[src/rtl/ghst_pkg.sv]
`timescale 1ns / 1ps
// Shared types and constants for the generational handle slot table.
// No dependencies; used by every module of the block.
package ghst_pkg;

  // Default number of slots
  localparam int SLOT_COUNT_DEF = 64;

  // Field widths
  localparam int CMD_W   = 3;
  localparam int HIDX_W  = 16;
  localparam int GEN_W   = 16;
  localparam int DIM_W   = 11;
  localparam int WORD_W  = 32;
  localparam int STAT_W  = 2;
  localparam int COUNT_W = 7;

  // Reported count saturates here
  localparam int USED_MAX = 127;

  // Handle index reported on a failed or non-allocating command
  localparam logic [HIDX_W-1:0] NO_INDEX = 16'hffff;

  // Queue between front and back
  localparam int QDEPTH = 2;
  localparam int QPTR_W = 1;

  // Command codes
  localparam logic [CMD_W-1:0] CMD_ALLOC   = 3'd0;
  localparam logic [CMD_W-1:0] CMD_RELEASE = 3'd1;
  localparam logic [CMD_W-1:0] CMD_QUERY   = 3'd2;
  localparam logic [CMD_W-1:0] CMD_TOUCH   = 3'd3;
  localparam logic [CMD_W-1:0] CMD_COUNT   = 3'd4;

  // Status codes
  localparam logic [STAT_W-1:0] ST_OK         = 2'd0;
  localparam logic [STAT_W-1:0] ST_FULL       = 2'd1;
  localparam logic [STAT_W-1:0] ST_BAD_HANDLE = 2'd2;
  localparam logic [STAT_W-1:0] ST_ZERO_SIZE  = 2'd3;

  // Decoded command class; count and unknown codes only report
  typedef enum logic [2:0] {
    K_ALLOC,
    K_RELEASE,
    K_QUERY,
    K_TOUCH,
    K_REPORT
  } kind_t;

  // Classified item passed from front to back
  typedef struct packed {
    kind_t              kind;
    logic               in_range;
    logic               zero_size;
    logic [HIDX_W-1:0]  hidx;
    logic [GEN_W-1:0]   hgen;
    logic [DIM_W-1:0]   width;
    logic [DIM_W-1:0]   height;
    logic [WORD_W-1:0]  flags;
    logic [WORD_W-1:0]  frame;
  } item_t;

  // One slot memory row
  typedef struct packed {
    logic [GEN_W-1:0]   gen;
    logic [DIM_W-1:0]   width;
    logic [DIM_W-1:0]   height;
    logic [WORD_W-1:0]  flags;
    logic [WORD_W-1:0]  frame;
  } slot_row_t;

endpackage

[src/rtl/ghst_queue.sv]
`timescale 1ns / 1ps
// Short item queue decoupling the front end from the slot engine.
// Depends on ghst_pkg.
module ghst_queue (
  input  logic            clk,
  input  logic            rst,
  input  logic            in_valid,
  output logic            in_ready,
  input  ghst_pkg::item_t in_item,
  output logic            out_valid,
  input  logic            out_ready,
  output ghst_pkg::item_t out_item
);

  ghst_pkg::item_t              entries [ghst_pkg::QDEPTH];
  logic [ghst_pkg::QPTR_W-1:0]  wr_ptr;
  logic [ghst_pkg::QPTR_W-1:0]  rd_ptr;
  logic [ghst_pkg::QPTR_W:0]    fill;
  logic                         push;
  logic                         pop;

  assign in_ready  = fill != (ghst_pkg::QPTR_W + 1)'(ghst_pkg::QDEPTH);
  assign out_valid = fill != '0;
  assign out_item  = entries[rd_ptr];
  assign push      = in_valid && in_ready;
  assign pop       = out_valid && out_ready;

  // Pointers and fill level
  always_ff @(posedge clk) begin
    if (rst) begin
      wr_ptr <= '0;
      rd_ptr <= '0;
      fill   <= '0;
    end else begin
      if (push) wr_ptr <= wr_ptr + 1'b1;
      if (pop)  rd_ptr <= rd_ptr + 1'b1;
      if (push && !pop)      fill <= fill + 1'b1;
      else if (pop && !push) fill <= fill - 1'b1;
    end
  end

  // Entry storage
  always_ff @(posedge clk) begin
    if (push) entries[wr_ptr] <= in_item;
  end

endmodule

[config.mk]
export PLATFORM = sky130hd
export DESIGN_NAME = ghst_queue
export DESIGN_NICKNAME = d
export VERILOG_FILES = /design/src/rtl/ghst_pkg.sv /design/src/rtl/ghst_queue.sv
export SDC_FILE = /design/constraint.sdc
export NUM_CORES = 1
export LEC_CHECK = 0
export BUFFER_PORTS_ARGS = -buffer_cell sky130_fd_sc_hd__buf_4
export CAP_MARGIN = 20
export CORE_AREA = 2 2 137 240
export CTS_BUF_LIST = sky130_fd_sc_hd__clkbuf_8
export CTS_CLUSTER_DIAMETER = 60
export DETAILED_ROUTE_END_ITERATION = 12
export DIE_AREA = 0 0 139 242
export HOLD_SLACK_MARGIN = 0.15
export PLACE_DENSITY_LB_ADDON = 0.1
export SYNTH_ARGS = -nofsm -noshare
export SYNTH_HDL_FRONTEND = slang
export SYNTH_SLANG_ARGS = --single-unit
[constraint.sdc]
create_clock -name clk -period 5.8 [get_ports clk]
set_input_delay 0.87 -clock clk [delete_from_list [all_inputs] [get_ports clk]]
set_output_delay 0.87 -clock clk [all_outputs]
set_load 0.05 [all_outputs]
# Word level (Yosys, flattened, before mapping)
# Memories as Yosys holds them, arrays and structs flattened. A register that Yosys moved wholly into a read port is not among the register bits.
# Cells that the tools add are included.
# totals
out_inout_bits,125
ramBits,246
mem_count,1
wordCells,23
input_bits,127
ff_bits,4
# classes
n_reduce_logical,8
n_addsub,4
n_eq_ne,1
muxes,6
# mem_list
memory,depth,word_bits,rd,rd_ports_with_merged_regs,wr,line_no,text
entries,2,123,1,1,1,ghst_queue.sv:15,ghst_pkg::item_t entries [ghst_pkg::QDEPTH];
# ops
operator,n
$logic_and 1x1->1,4
$mux 1,4
$mux 2,2
$reduce_bool 2->1,2
$add 1x1->1 const B,2
$add 2x1->2 const B,1
$logic_not 1->1,2
$ne 2x2->1 const B,1
$sub 2x1->2 const B,1

# Longest topological paths before layout
# Gate-level depths: netlist of run 1.
# logic_depth
depth_word,6
depth_mapped,6

# Worst setup path after synthesis of run 1
# Ideal clock, no wire load.
# synth_timing
kind,register -> register
from,register fill[0] in the netlist's numbering
to,memory entries[1][0] in the netlist's numbering (enable)
setup_slack_ps,1428
path_stages_with_launch,3
t_required_ps,5303
t_arrival_ps,3875
n_path_buf,0
path_cell_list,dfxtp_1 -> nand2b_1 -> and3_1
# synth_between
elab_chain_cells,4
# synth_rtl
element,line_no,text
from (decl),ghst_queue.sv:18,logic [ghst_pkg::QPTR_W:0] fill;
from (signal assigned),ghst_queue.sv:37,if (push && !pop) fill <= fill + 1'b1;
from (signal assigned),ghst_queue.sv:38,else if (pop && !push) fill <= fill - 1'b1;
$ne 2x2->1,ghst_queue.sv:22,assign in_ready = fill != (ghst_pkg::QPTR_W + 1)'(ghst_pkg::QDEPTH);
via in_ready,ghst_queue.sv:8,"output logic in_ready,"
$logic_and 1x1->1,ghst_queue.sv:25,assign push = in_valid && in_ready;
$mux 1,ghst_queue.sv:44,if (push) entries[wr_ptr] <= in_item;
$mux 1 (implied by the code),ghst_queue.sv:44,
to (decl),ghst_queue.sv:15,
# The timed path passes the listed nets, and every way through them passes these cells.

==> results.txt, run 1 <==
Status -> complete, no violations
Global-route wire length before repair -> 30100 um
Required @ worst endpoint -> 4930 ps
Pin count of the biggest net entering global routing -> 65
Clock-pin slew on the worst setup and hold paths -> 70 ps
CP Class -> reg2out
Layout area overhead -> 33.5%
Clk sinks -> 251
Max Clock Freq -> 0.283 GHz
Cts hold-fix bufs -> 0
R2R depth -> 3
Avg Inst Size Synth -> 23.1 um^2
R2R Path Start -> fill[0]$_SDFFE_PP0P_
TritonCTS clock tree -> built
Port bufs -> 251
Layout cell share with drive strength beyond 1 -> 60.3%
WL final -> 20600 um
Arr. time, crit path -> 2670 ps
Yosys cell types -> 20
Setup Total Neg Slack -> 0 ps
Fillers -> 2997
HP Class -> in2reg
Initial antenna violation count -> 1
Pre-Repair DR Iteration Count -> 4
Critical Path Fanout Max -> 64
Leakage -> 0.00480 uW
DIE HEIGHT -> 242 um
Actual slew at the worst max-slew pin -> 1040 ps
Number of global-route vias before repair -> 5218
Routed Antenna Nets -> 0
Pwr Total -> 6220 uW
FF-to-FF End -> entries[1][10]$_DFFE_PP_
Max cap viols -> 0
Post-layout nets -> 818
# resized after CTS -> 0
Max-slew violations -> 0
Final Cycle Share -> 61.0%
Clk_skew -> 18.2 ps
Post-Syn Area -> 0.00939 mm^2
Via count -> 4790
#FFs+latches synth -> 251
Tot GR Track Use -> 11.9%
Synthesized net count -> 535
Endpoint class of the critical path -> output pin
Via-to-Cell Ratio -> 4.27
Slew margin rel. -> 30.6%
Root buffer cell -> clkbuf_8
Grt ovf -> 0
H-tree Lvls -> 2
Hold path start -> in_item[66]
Die width -> 139 um
Worst-case vdd ir drop -> 0.242 mV
Final Hold Violating Endpoints -> 0
Post-Route Utilization -> 39.4%
PD cells -> 497 mW/mm^2
Post-CTS Setup Bufs -> 0
Num CTS Buffers -> 39
Startpoint types -> flop
Hold depth -> 1
Die ar. -> 0.0336 mm^2
RSZ-0062 raised after global routing -> no
RePlAce Congestion -> 0.697
CTS max path bufs -> 3
Initial DRC Count -> 139
Mapped Cells -> 407
Hold Path Sink -> entries[1][66]$_DFFE_PP_
# DRC -> 0
Area of the core -> 0.0318 mm^2
Top Ports -> 252
Worst hold slack -> 493 ps
Wire per inst -> 18.4 um
Hpwl dp -> 13300 um
Register area share after synthesis -> 79.8%
Core Rows -> 87
R2R setup slack -> 3470 ps
Starting density of the core -> 29.5%
Final setup vio count -> 0
Minimum clock period -> 3540 ps
Yosys warns -> 0
Clock latency on the worst-skew pair -> 560 ps
==> cells in the mapped netlist, drive strengths merged <==
library cell  instances  area share (%)
dfxtp                 5             1.1
nor2                  3            0.12
nand2b                1           0.067
or3                   1           0.067
xor2                  3            0.28
mux2                123              18
edfxtp              246              79
nand3b                1           0.080
and2                  1           0.067
buf                  14             1.4
inv                   1           0.040
o21ai                 2            0.11
ha                    1            0.13
or2                   1           0.067
a21bo                 1            0.11
and3                  1           0.067
a21oi                 2            0.11
==> cell usage in the layout (no fill, tap or decap), types with 4 or more instances in the layout <==
cell / n
clkbuf_8: 42
clkinv_1: 6
edfxtp_1: 246
buf_4: 255
dfxtp_1: 4
mux2_2: 53
inv_1: 15
mux2_4: 70
bufinv_16: 5
==> worst max-delay path by stage <==
stage	from	end	slack, ps
floorplan	fill[0]$_SDFFE_PP0P_	entries[1][0]$_DFFE_PP_	1430
global placement	flop	out_item[6]	2760
detailed placement	flop	out_item[6]	2730
CTS	flop	out_item[6]	2120
global route	flop	out_item[5]	2070
finish	flop	out_item[6]	2260
==> metal layers <==
| metal | GRT usage, % | part of all wire (%) |
|---|---|---|
| met1 | 11.4 | 34 |
| met2 | 22.4 | 55 |
| met3 | 3.95 | 6.8 |
| met4 | 6.21 | 4.2 |
| met5 | 0 | 0 |
==> state kept, by name (all words and copies together) (netlist names), named ones only <==
| register | flops |
|---|---|
| entries | 246 |
| wr_ptr | 1 |
| rd_ptr | 1 |
| fill | 2 |
==> logic make-up (layout without fill, tap and decap cells) <==
logic type	Yosys count	in the layout	share of synthesized area [%]
XOR/XNOR	3	3	0.280
multiplexers	123	123	17.6
buffers and inverters	15	328	1.43
adder cells (fa/ha/maj)	1	1	0.133
AO/OA/AOI/OAI	5	5	0.320
AND/OR/NAND/NOR	9	9	0.533
other	0	1	0
flip-flops	251	251	79.8
==> critical path, stage by stage, from the launching register on <==
cell	delay [ps]
dfxtp_4	980
buf_12	450
mux2_2	400
buf_4	190
==> per-stage QoR <==
step           instance area [um^2]  std cells  worst slack (ps)
2_1_floorplan                  9390        407              1430
3_3_place_gp                  11700       1049              2760
3_5_place_dp                  11700       1049              2730
4_1_cts                       12500       1120              2120
5_1_grt                       12500       1121              2070
6_report                      12500       1121              2260
==> final cells by class <==
| class | instances | area (um^2) | area share [%] |
|---|---|---|---|
| Timing Repair Buffer | 256 | 1930 | 15.4 |
| Clock inverter | 29 | 244 | 1.95 |
| Antenna cell | 1 | 2.50 | 0.0200 |
| Sequential cell | 251 | 7490 | 59.8 |
| Multi-Input combinational cell | 141 | 1770 | 14.1 |
| Clock buffer | 42 | 578 | 4.61 |
| Tap cell | 400 | 500 | 3.99 |
| Inverter | 1 | 6.26 | 0.0499 |
==> power breakdown <==
| group | internal, uW | switching [uW] |
|---|---|---|
| sequential | 2270 | 124 |
| clock | 891 | 672 |
| combinational | 811 | 1450 |
| total | 3970 | 2250 |
Power figures use the tool's default switching activity.
==> run 2, diff against run 1 <==
==> constraint.sdc (replaced) <==
create_clock -name clk -period 3.3 [get_ports clk]
set_input_delay 0.495 -clock clk [delete_from_list [all_inputs] [get_ports clk]]
set_output_delay 0.495 -clock clk [all_outputs]
set_load 0.05 [all_outputs]
==> run 2 against run 1 <==
Cell count up 11%. Via count grew 8.5%. Critical path type unchanged. Clock skew decreased by 5.7 ps.
==> results.txt, run 2 (synthesis results as in run 1) <==
Status -> complete, no violations
Final setup vio count -> 0
Worst-case vdd ir drop -> 0.414 mV
Pin count of the biggest net entering global routing -> 69
Worst path max stage delay -> 570 ps
Endpoint class of the critical path -> output pin
WL final -> 21200 um
Wire per inst -> 17.0 um
Number of global-route vias before repair -> 5976
HP Class -> in2reg
Combinational group share of total power -> 39.4%
Register share of total power -> 38.4%
CP cell instances -> buf_12 > mux2_2 > buf_4
Hpwl dp -> 13700 um
CP Buf/Inv Count -> 2
Required @ worst endpoint -> 2800 ps
Critical Path Fanout Max -> 60
Final Cycle Share -> 80.1%
Clk_skew -> 12.5 ps
# resized after CTS -> 0
Placed Area -> 0.0118 mm^2
Port bufs -> 251
Initial antenna violation count -> 2
Max Clock Freq -> 0.378 GHz
Max cap viols -> 0
Num CTS Buffers -> 38
Routed Antenna Nets -> 0
Clock share of power -> 22.2%
Setup Total Neg Slack -> 0 ps
Max-slew violations -> 0
Arr. time, crit path -> 2150 ps
RSZ-0062 raised after global routing -> no
Startpoint types -> flop
Grt ovf -> 0
R2R setup slack -> 1310 ps
CP top delay family -> buffers and inverters
Fillers -> 2908
TritonCTS clock tree -> built
Layout cell share with drive strength beyond 1 -> 51.8%
Largest register FFs -> 246
# DRC -> 0
Internal -> 6750 uW
CP Class -> reg2out
Final Hold Violating Endpoints -> 0
Clk sinks -> 251
H-tree Lvls -> 2
RePlAce Congestion -> 0.722
Top reg by flops -> entries
Die ar. -> 0.0336 mm^2
Starting density of the core -> 29.5%
Leakage -> 0.00525 uW
Actual slew at the worst max-slew pin -> 665 ps
Global-route wire length before repair -> 32000 um
Clock latency on the worst-skew pair -> 540 ps
Root buffer cell -> clkbuf_8
CTS max path bufs -> 3
Initial DRC Count -> 155
Top flop regs -> entries (246), fill (2)
Area of the core -> 0.0318 mm^2
Sw Share -> 37.0%
Die width -> 139 um
Minimum clock period -> 2640 ps
Slew margin rel. -> 55.6%
Commonest cells after routing, fill and taps aside -> buf_4 (253), edfxtp_1 (246), dlygate4sd3_1 (124)
Core Rows -> 87
Via-to-Cell Ratio -> 4.18
Via count -> 5196
Tot GR Track Use -> 12.4%
DIE HEIGHT -> 242 um
Pre-Repair DR Iteration Count -> 4
Cts hold-fix bufs -> 124
Post-layout nets -> 943
PD cells -> 782 mW/mm^2
Layout area overhead -> 46.0%
Top Ports -> 252
P_sw -> 3970 uW
Clock-pin slew on the worst setup and hold paths -> 60 ps
CP max-delay cell -> dfxtp_4
Post-CTS Setup Bufs -> 0
Commonest non-fill, non-tap cell in the layout -> buf_4
Final instance area -> 0.0137 mm^2
-- run 2: power groups by stage --
stage	clock network, uW	registers, uW	logic [uW]
2_1_floorplan	0	4140	3070
3_3_place_gp	0	4180	4130
3_5_place_dp	0	4200	4170
4_1_cts	2510	4130	4300
5_1_grt	2630	4160	4410
6_report	2380	4120	4220
-- run 2: metal layers --
metal / track usage [%] / up-vias / part of all wire [%]
met4: 5.50 / 0 / 3.5
met5: 0 / - / 0
met1: 12.4 / 2538 / 35
met2: 23.4 / 177 / 56
li1: - / 2432 / -
met3: 3.74 / 49 / 6.1
-- run 2: cell type report --
type / count / area [um^2] / area share, %
diodes: 2 / 5.00 / 0.0365
clock buffers: 41 / 564 / 4.12
clock inverters: 25 / 130 / 0.949
inverters: 1 / 7.51 / 0.0548
multi-input cells: 141 / 1770 / 12.9
flip-flops and latches: 251 / 7490 / 54.6
well taps: 400 / 500 / 3.65
repair buffers: 382 / 3240 / 23.6
-- run 2: final timing paths --
path | start | end | depth (start not counted)
setup / recovery | flop | out_item[2] | 3
hold / removal | in_valid | wr_ptr$_SDFFE_PP0P_ | 3
setup reg to reg | fill[0]$_SDFFE_PP0P_ | entries[1][94]$_DFFE_PP_ | 3
hold reg to reg | rd_ptr$_SDFFE_PP0P_ | rd_ptr$_SDFFE_PP0P_ | 2
-- run 2: stage by stage --
stage	cells	util [%]	hold slack (ps)	setup slack, ps	power, uW
CTS	1241	43.1	219	571	10900
global route	1242	43.1	238	515	11200
detailed placement	1051	37.0	513	1190	8360
finish	1243	43.1	277	656	10700
floorplan	407	-	471	13.3	7210
global placement	1051	37.0	488	1210	8310
-- run 2: worst min-delay path, cell delays in order --
cell     delay (ps)
buf_4           100
a21bo_2         110
a21oi_1          50
