File: src/rtl/ghst_pkg.sv
`timescale 1ns / 1ps
// Shared types and constants for the generational handle slot table.
// No dependencies; used by every module of the block.
package ghst_pkg;

  // Default number of slots
  localparam int SLOT_COUNT_DEF = 64;

  // Field widths
  localparam int CMD_W   = 3;
  localparam int HIDX_W  = 16;
  localparam int GEN_W   = 16;
  localparam int DIM_W   = 11;
  localparam int WORD_W  = 32;
  localparam int STAT_W  = 2;
  localparam int COUNT_W = 7;

  // Reported count saturates here
  localparam int USED_MAX = 127;

  // Handle index reported on a failed or non-allocating command
  localparam logic [HIDX_W-1:0] NO_INDEX = 16'hffff;

  // Queue between front and back
  localparam int QDEPTH = 2;
  localparam int QPTR_W = 1;

  // Command codes
  localparam logic [CMD_W-1:0] CMD_ALLOC   = 3'd0;
  localparam logic [CMD_W-1:0] CMD_RELEASE = 3'd1;
  localparam logic [CMD_W-1:0] CMD_QUERY   = 3'd2;
  localparam logic [CMD_W-1:0] CMD_TOUCH   = 3'd3;
  localparam logic [CMD_W-1:0] CMD_COUNT   = 3'd4;

  // Status codes
  localparam logic [STAT_W-1:0] ST_OK         = 2'd0;
  localparam logic [STAT_W-1:0] ST_FULL       = 2'd1;
  localparam logic [STAT_W-1:0] ST_BAD_HANDLE = 2'd2;
  localparam logic [STAT_W-1:0] ST_ZERO_SIZE  = 2'd3;

  // Decoded command class; count and unknown codes only report
  typedef enum logic [2:0] {
    K_ALLOC,
    K_RELEASE,
    K_QUERY,
    K_TOUCH,
    K_REPORT
  } kind_t;

  // Classified item passed from front to back
  typedef struct packed {
    kind_t              kind;
    logic               in_range;
    logic               zero_size;
    logic [HIDX_W-1:0]  hidx;
    logic [GEN_W-1:0]   hgen;
    logic [DIM_W-1:0]   width;
    logic [DIM_W-1:0]   height;
    logic [WORD_W-1:0]  flags;
    logic [WORD_W-1:0]  frame;
  } item_t;

  // One slot memory row
  typedef struct packed {
    logic [GEN_W-1:0]   gen;
    logic [DIM_W-1:0]   width;
    logic [DIM_W-1:0]   height;
    logic [WORD_W-1:0]  flags;
    logic [WORD_W-1:0]  frame;
  } slot_row_t;

endpackage

File: src/rtl/ghst_front.sv
`timescale 1ns / 1ps
// Front end: decodes the command and checks handle range and size.
// Depends on ghst_pkg.
module ghst_front #(
  parameter int SLOT_COUNT = ghst_pkg::SLOT_COUNT_DEF
) (
  input  logic [ghst_pkg::CMD_W-1:0]  command,
  input  logic [ghst_pkg::HIDX_W-1:0] handle_index,
  input  logic [ghst_pkg::GEN_W-1:0]  handle_generation,
  input  logic [ghst_pkg::DIM_W-1:0]  tex_width,
  input  logic [ghst_pkg::DIM_W-1:0]  tex_height,
  input  logic [ghst_pkg::WORD_W-1:0] tex_flags,
  input  logic [ghst_pkg::WORD_W-1:0] current_frame,
  output ghst_pkg::item_t             item
);

  ghst_pkg::kind_t kind;

  // Command decode
  always_comb begin
    unique case (command)
      ghst_pkg::CMD_ALLOC:   kind = ghst_pkg::K_ALLOC;
      ghst_pkg::CMD_RELEASE: kind = ghst_pkg::K_RELEASE;
      ghst_pkg::CMD_QUERY:   kind = ghst_pkg::K_QUERY;
      ghst_pkg::CMD_TOUCH:   kind = ghst_pkg::K_TOUCH;
      default:               kind = ghst_pkg::K_REPORT;
    endcase
  end

  // Pack classified item
  always_comb begin
    item.kind      = kind;
    item.in_range  = handle_index < ghst_pkg::HIDX_W'(SLOT_COUNT);
    item.zero_size = (tex_width == '0) || (tex_height == '0);
    item.hidx      = handle_index;
    item.hgen      = handle_generation;
    item.width     = tex_width;
    item.height    = tex_height;
    item.flags     = tex_flags;
    item.frame     = current_frame;
  end

endmodule

File: config.mk
export PLATFORM = sky130hd
export DESIGN_NAME = ghst_front
export DESIGN_NICKNAME = d
export VERILOG_FILES = /design/src/rtl/ghst_pkg.sv /design/src/rtl/ghst_front.sv
export SDC_FILE = /design/constraint.sdc
export NUM_CORES = 1
export LEC_CHECK = 0
export BUFFER_PORTS_ARGS = -buffer_cell sky130_fd_sc_hd__buf_2
export CAP_MARGIN = 20
export CORE_AREA = 2 2 95 97
export DETAILED_ROUTE_END_ITERATION = 10
export DIE_AREA = 0 0 97 99
export PLACE_DENSITY_LB_ADDON = 0.25
export REMOVE_ABC_BUFFERS = 1
export SYNTH_ARGS = -nofsm -noshare
export SYNTH_HDL_FRONTEND = slang
export SYNTH_SLANG_ARGS = --single-unit
File: constraint.sdc
create_clock -name vclk -period 3.42
set_input_delay 0.684 -clock vclk [all_inputs]
set_output_delay 0.684 -clock vclk [all_outputs]
set_load 0.02 [all_outputs]
Yosys cells after proc, flatten, opt, wreduce, memory -nomap -nowiden --
Index checks and enable logic that the tools add are counted. Widths: inputs -> output; s select.
Storage, ports and cells: register bits after elaboration 0, input bits 121, output and inout port bits 123, word-level logic and storage cells 9
Operators by class: $lt $le $gt $ge 1, equality and inequality tests 3, mux-type cells 1, reduce and logical (&&, ||, !) cells 4
Operator list (number):
- $logic_not 11->1 | 2
- $lt 16x7->1 const B | 1
- $pmux 3 s4 | 1
- $eq 3x2->1 const B | 2
- $eq 3x1->1 const B | 1
- $logic_not 3->1 | 1
- $logic_or 1x1->1 | 1

Logic depth before layout (Yosys ltp) --
Gate-level depths: netlist of the first run.
word-level depth 2, mapped depth 3, gate-level depth less buffers 3

Worst setup path after synthesis of the first run --
OpenSTA, ideal clock, no wires.
kind input port to output port, start input port tex_width[2] (netlist name), end output port item[118] (netlist name), arrival time 1.735 ns, path slack 1.001 ns, stages 3, buffers on the path 0, cell sequence nor4_1 nand2_1 o41ai_1
RTL lines:
- start: declaration | line ghst_front.sv:10 | input logic [ghst_pkg::DIM_W-1:0] tex_width,
- end: declaration | line ghst_front.sv:14 | output ghst_pkg::item_t item

==> qor.csv, run 1 <==
metric,value,unit
synth.largest_area_cell,buf_4,
max_slew.worst_pin.slew,0.283,ns
yosysWarningCount,0,
core-area,0.00855,mm2
cts_setup_buffers,0,
overflow,0,
start_util,0.115,
status,finished clean,
crit_chain,"buf_2, or4_4, nor4_2, buf_2",
drc,0,
min_path_type,in -> out,
worstSetupEndpointType,primary output,
cp.arrival,1.72,ns
crit_fanout,2,
hold_viol_final,0,
leakage,0.302,nW
synthDistinctLibCells,11,
pin_count,244,
finalCritPeriodShare,0.702,
ant_nets,0,
critPathLaunchType,input port,
viasPerCell,3.38,
areaGrowthSynthToFinish,-40.2,%
rows,34,
die_w,97,um
io_buffers,72,
slew_viol_final,0,
rsz0062_at_grt,no,
syn_area,981,um2
setup_slack,1.02,ns
final_common_cell,buf_2,
grtUsageTotal,0.156,
fin_crit,2.40,ns
fin_util,0.0686,
clock.fmax,0.417,GHz
crit_family,simple AND/OR/NAND/NOR gates,
grt_pass1_vias,588,
fin_nets,208,
grt_start_max_net_pins,4,
die_area,0.00960,mm2
powerDensity,130,mW/mm2
ys_seq_area_frac,0,
critPathMostFrequentCell,buf_2,
max-cap-violations,0,
seq_cell_count,0,
timing.setup.tns,0,ns
slowest_stage,or4_4,
drtIter0Drc,13,
gp_congestion,0.833,
syn_avg_cell_area,7.43,um2
fin_hold_ws,1.37,ns
firstDrtPassIters,6,
routedWlPerCell,42.1,um
wl,8120,um
synthTopCellsByArea,"buf_4 (90%), nor4_1 (2.6%), nor2b_1 (1.3%)",
regArea,0,um2
place_ws,1.02,ns
grt_pass1_wl,9170,um
irDropWorstVdd,24.4,uV
antenna_found_initial,0,
hpwl,7730,um
n_clock_buffer,0,
critPathKind,in -> out,
slew_headroom,0.810,
yosysTopAreaCellShare,0.903,
final_cell_mix,"buf_2 (72), nor4_1 (4), nor2b_1 (2)",
ctsResizeCount,0,
die_height,99,um
setup_viol,0,
vias,653,
cts_hold_buffers,0,
synth_cells,132,
n_antenna_cell,0,
crit_required,2.74,ns
path_buf_inv,2,
slowest_delay,0.52,ns
drive_gt1_frac,0.871,
-- power breakdown --
group | internal (mW) | leakage (nW) | switching [mW]
clock | 0 | 0 | 0
combinational | 0.0304 | 0.302 | 0.0456
sequential | 0 | 0 | 0
total | 0.0304 | 0.302 | 0.0456
-- routing by layer --
| metal | track usage | vias to the layer above | share of wire |
|---|---|---|---|
| met5 | 0.00513 | - | 0 |
| met4 | 0.0184 | 0 | 0.014 |
| met2 | 0.315 | 208 | 0.55 |
| met1 | 0.0710 | 238 | 0.15 |
| li1 | - | 203 | - |
| met3 | 0.200 | 4 | 0.29 |
-- logic make-up after synthesis --
kind of cell | after synthesis | share of synthesized area
buffers and inverters | 119 | 0.907
AND/OR/NAND/NOR | 12 | 0.0842
AO/OA/AOI/OAI | 1 | 0.00893
-- worst paths after layout --
check                 depth (start not counted)         to        startpoint
worst max-delay path                          4  item[119]  handle_index[11]
worst min-delay path                          0   item[50]     tex_flags[18]
-- Yosys cell counts --
cell and instances:
nor2b_1 2, buf_4 118, nor3_1 1, nand3_1 1, nand2_1 1, nor4_1 4, nor4_2 1, or4_1 1
clkbuf_1 1, or4_4 1, o41ai_1 1
-- cell type report --
type	count	area, um2
fill	1011	7960
timing repair buffer	72	360
tap	108	135
multi-input combinational	13	91.3
-- through the flow --
stage / cells / area [um2] / power (mW)
final: 193 / 587 / 0.0760
after CTS: 193 / 587 / 0.0767
after global placement: 193 / 587 / 0.0775
after detailed placement: 193 / 587 / 0.0765
after global routing: 193 / 587 / 0.0809
after floorplan: 13 / 91.3 / 0.00460
(Power assumes the default switching activity.)
==> run 2, diff against run 1 <==
==> constraint.sdc (replaced) <==
create_clock -name vclk -period 2.18
set_input_delay 0.436 -clock vclk [all_inputs]
set_output_delay 0.436 -clock vclk [all_outputs]
set_load 0.02 [all_outputs]
==> qor.csv, run 2 (synthesized netlist as in run 1, its figures left out) <==
metric,value,unit
cts_setup_buffers,0,
worstSetupEndpointType,primary output,
slowest_delay,0.52,ns
multi_input_area,91.3,um2
vias,674,
grt_busiest_layer,met2,
pin_count,244,
firstDrtPassIters,5,
grtUsageTotal,0.157,
routedWlPerCell,42.3,um
cp.arrival,1.47,ns
switching_power,71.7,uW
status,finished clean,
crit_chain,"buf_2, or4_4, nor4_2, buf_2",
drtIter0Drc,15,
fin_nets,208,
drc,0,
grt_use_met1,0.0710,
regArea,0,um2
grt_pass1_vias,600,
slew_viol_final,0,
drive_gt1_frac,0.871,
fin_hold_ws,0.872,ns
switching_share,0.600,
rows,34,
powerDensity,204,mW/mm2
use_met3,0.201,
leakage,0.302,nW
share_seq_of_total_power,0,
critPathLaunchType,input port,
min_path_type,in -> out,
grt_start_max_net_pins,4,
viasPerCell,3.49,
crit_required,1.74,ns
grt_pass1_wl,9200,um
ant_nets,0,
start_util,0.115,
die_w,97,um
rsz0062_at_grt,no,
crit_fanout,2,
core-area,0.00855,mm2
ctsResizeCount,0,
n_clock_buffer,0,
areaGrowthSynthToFinish,-40.2,%
critPathKind,in -> out,
hold_viol_final,0,
power.internal,47.7,uW
fill_cells,1002,
finalCritPeriodShare,0.873,
grt_util_met2,0.313,
gp_congestion,0.833,
p_clk_frac,0,
final_common_cell,buf_2,
wl,8160,um
max_slew.worst_pin.slew,0.282,ns
io_buffers,72,
die_height,99,um
critPathMostFrequentCell,buf_2,
final_cell_mix,"buf_2 (72), nor4_1 (4), nor2b_1 (2)",
die_area,0.00960,mm2
comb_power_share,1.000,
slowest_stage,or4_4,
crit_family,simple AND/OR/NAND/NOR gates,
overflow,0,
max-cap-violations,0,
antenna_found_initial,0,
irDropWorstVdd,45.4,uV
seq_cell_count,0,
path_buf_inv,2,
clock.fmax,0.525,GHz
fin_crit,1.90,ns
setup_viol,0,
timing.setup.tns,0,ns
slew_headroom,0.810,
cts_hold_buffers,0,
n_antenna_cell,0,
## run 2: cell type report
type                            instances  area share
Tap cell                              108       0.230
Timing Repair Buffer                   72       0.614
Multi-Input combinational cell         13       0.156
## run 2: per-stage QoR
stage | setup WS (ns) | total power [mW] | instance area, um2 | util | cells
2_1_floorplan | 0.257 | 0.00722 | 91.3 | - | 13
3_3_place_gp | 0.280 | 0.122 | 587 | 0.0686 | 193
3_5_place_dp | 0.277 | 0.120 | 587 | 0.0686 | 193
4_1_cts | 0.277 | 0.120 | 587 | 0.0686 | 193
5_1_grt | 0.205 | 0.127 | 587 | 0.0686 | 193
6_report | 0.277 | 0.119 | 587 | 0.0686 | 193
## run 2: path summary, 6_finish.rpt
kind | startpoint | to | slack [ns] | depth (start not counted)
worst max-delay path | handle_index[11] | item[119] | 0.28 | 4
worst min-delay path | tex_flags[18] | item[50] | 0.87 | 0
## run 2: power groups by stage
stage               combinational (mW)  sequential [mW]  clock, mW
floorplan                      0.00722                0          0
global placement                 0.122                0          0
detailed placement               0.120                0          0
CTS                              0.120                0          0
global route                     0.127                0          0
finish                           0.119                0          0
## run 2: routing by layer
layer,vias up,part of all wire
li1,204,-
met1,244,0.15
met2,210,0.54
met3,16,0.28
met4,0,0.022
met5,-,0
==> run 3, diff against run 2 <==
--- a/config.mk
+++ b/config.mk
@@ -10,7 +10,9 @@
 export CORE_AREA = 2 2 95 97
 export DETAILED_ROUTE_END_ITERATION = 10
 export DIE_AREA = 0 0 97 99
+export MAX_ROUTING_LAYER = met4
 export PLACE_DENSITY_LB_ADDON = 0.25
+export RECOVER_POWER = 25
 export REMOVE_ABC_BUFFERS = 1
 export SYNTH_ARGS = -nofsm -noshare
 export SYNTH_HDL_FRONTEND = slang
==> constraint.sdc (replaced) <==
create_clock -name vclk -period 2.18
set_input_delay 0.436 -clock vclk [all_inputs]
set_output_delay 0.436 -clock vclk [all_outputs]
set_load 0.01 [all_outputs]
==> qor.csv, run 3 (synthesized netlist as in run 1, its figures left out) <==
metric,value,unit
status,finished clean,
viasPerCell,3.46,
n_antenna_cell,0,
drc,0,
firstDrtPassIters,5,
hold_viol_final,0,
critPathMostFrequentCell,buf_2,
cts_hold_buffers,0,
die_area,0.00960,mm2
hold_path_depth,0,
slew_viol_final,0,
hp-start,tex_flags[18],
wl,8140,um
slowest_stage,or4_4,
crit_family,simple AND/OR/NAND/NOR gates,
finalCritPeriodShare,0.857,
crit_chain,"buf_2, or4_4, nor4_2, buf_2",
crit_fanout,2,
die_height,99,um
n_clock_buffer,0,
grt_pass1_wl,9170,um
total_power,93.0,uW
place_ws,0.305,ns
irDropWorstVdd,28.8,uV
slowest_delay,0.53,ns
cts_setup_buffers,0,
antenna_found_initial,0,
max_slew.worst_pin.slew,0.276,ns
vias,668,
overflow,0,
seq_cell_count,0,
regArea,0,um2
hpwl,7740,um
setup_slack,0.311,ns
powerDensity,158,mW/mm2
drtIter0Drc,16,
slew_headroom,0.814,
multi_input_area,91.3,um2
place_area,587,um2
timing.setup.tns,0,ns
worstSetupEndpointType,primary output,
leakage,0.302,nW
gp_congestion,0.844,
start_util,0.115,
critPathLaunchType,input port,
cp.arrival,1.43,ns
drive_gt1_frac,0.871,
crit_required,1.74,ns
grt_start_max_net_pins,4,
final_common_cell,buf_2,
die_w,97,um
ant_nets,0,
fin_nets,208,
path_buf_inv,2,
rsz0062_at_grt,no,
max-cap-violations,0,
ctsResizeCount,0,
pin_count,244,
final_cell_mix,"buf_2 (72), nor4_1 (4), nor2b_1 (2)",
clock.fmax,0.535,GHz
io_buffers,72,
grtUsageTotal,0.161,
critPathKind,in -> out,
routedWlPerCell,42.2,um
grt_pass1_vias,603,
worstHoldEndpoint,item[50],
design_area,587,um2
fill_cells,1009,
setup_viol,0,
core-area,0.00855,mm2
min_path_type,in -> out,
fin_crit,1.87,ns
rows,34,
areaGrowthSynthToFinish,-40.2,%
[run 3: cell counts in the layout (fill, tap and decap cells not counted)]
Identical to the previous run, type by type.
[run 3: worst max path at each step]
stage           endpoint  cells past startpoint  slack [ns]             start
6_report       item[119]                      4        0.31  handle_index[11]
5_1_grt        item[119]                      4        0.25  handle_index[11]
4_1_cts        item[119]                      4        0.31  handle_index[11]
3_5_place_dp   item[119]                      4        0.31  handle_index[11]
3_3_place_gp   item[119]                      4        0.31  handle_index[11]
2_1_floorplan  item[119]                      2        0.48  handle_index[11]
[run 3: through the flow]
step | std cells | hold slack, ns | utilization
2_1_floorplan | 13 | 0.872 | -
3_3_place_gp | 193 | 0.872 | 0.0686
3_5_place_dp | 193 | 0.872 | 0.0686
4_1_cts | 193 | 0.872 | 0.0686
5_1_grt | 193 | 0.872 | 0.0686
6_report | 193 | 0.872 | 0.0686
[run 3: layer usage]
layer  vias to the layer above  track usage  share of wire
met1                       252       0.0807           0.17
li1                        206            -              -
met3                         4        0.188           0.27
met2                       206        0.310           0.54
met4                         0       0.0249          0.019
met5                         -            -              0
[run 3: cell type report]
| type | count | share of cell area |
|---|---|---|
| timing repair buffer | 72 | 0.614 |
| multi-input combinational | 13 | 0.156 |
| tap | 108 | 0.230 |
[run 3: report_power, final]
group / total, mW / switching, mW / leakage, nW / internal, mW
clock network: 0 / 0 / 0 / 0
registers: 0 / 0 / 0 / 0
logic: 0.0930 / 0.0456 / 0.302 / 0.0474
total: 0.0930 / 0.0456 / 0.302 / 0.0474
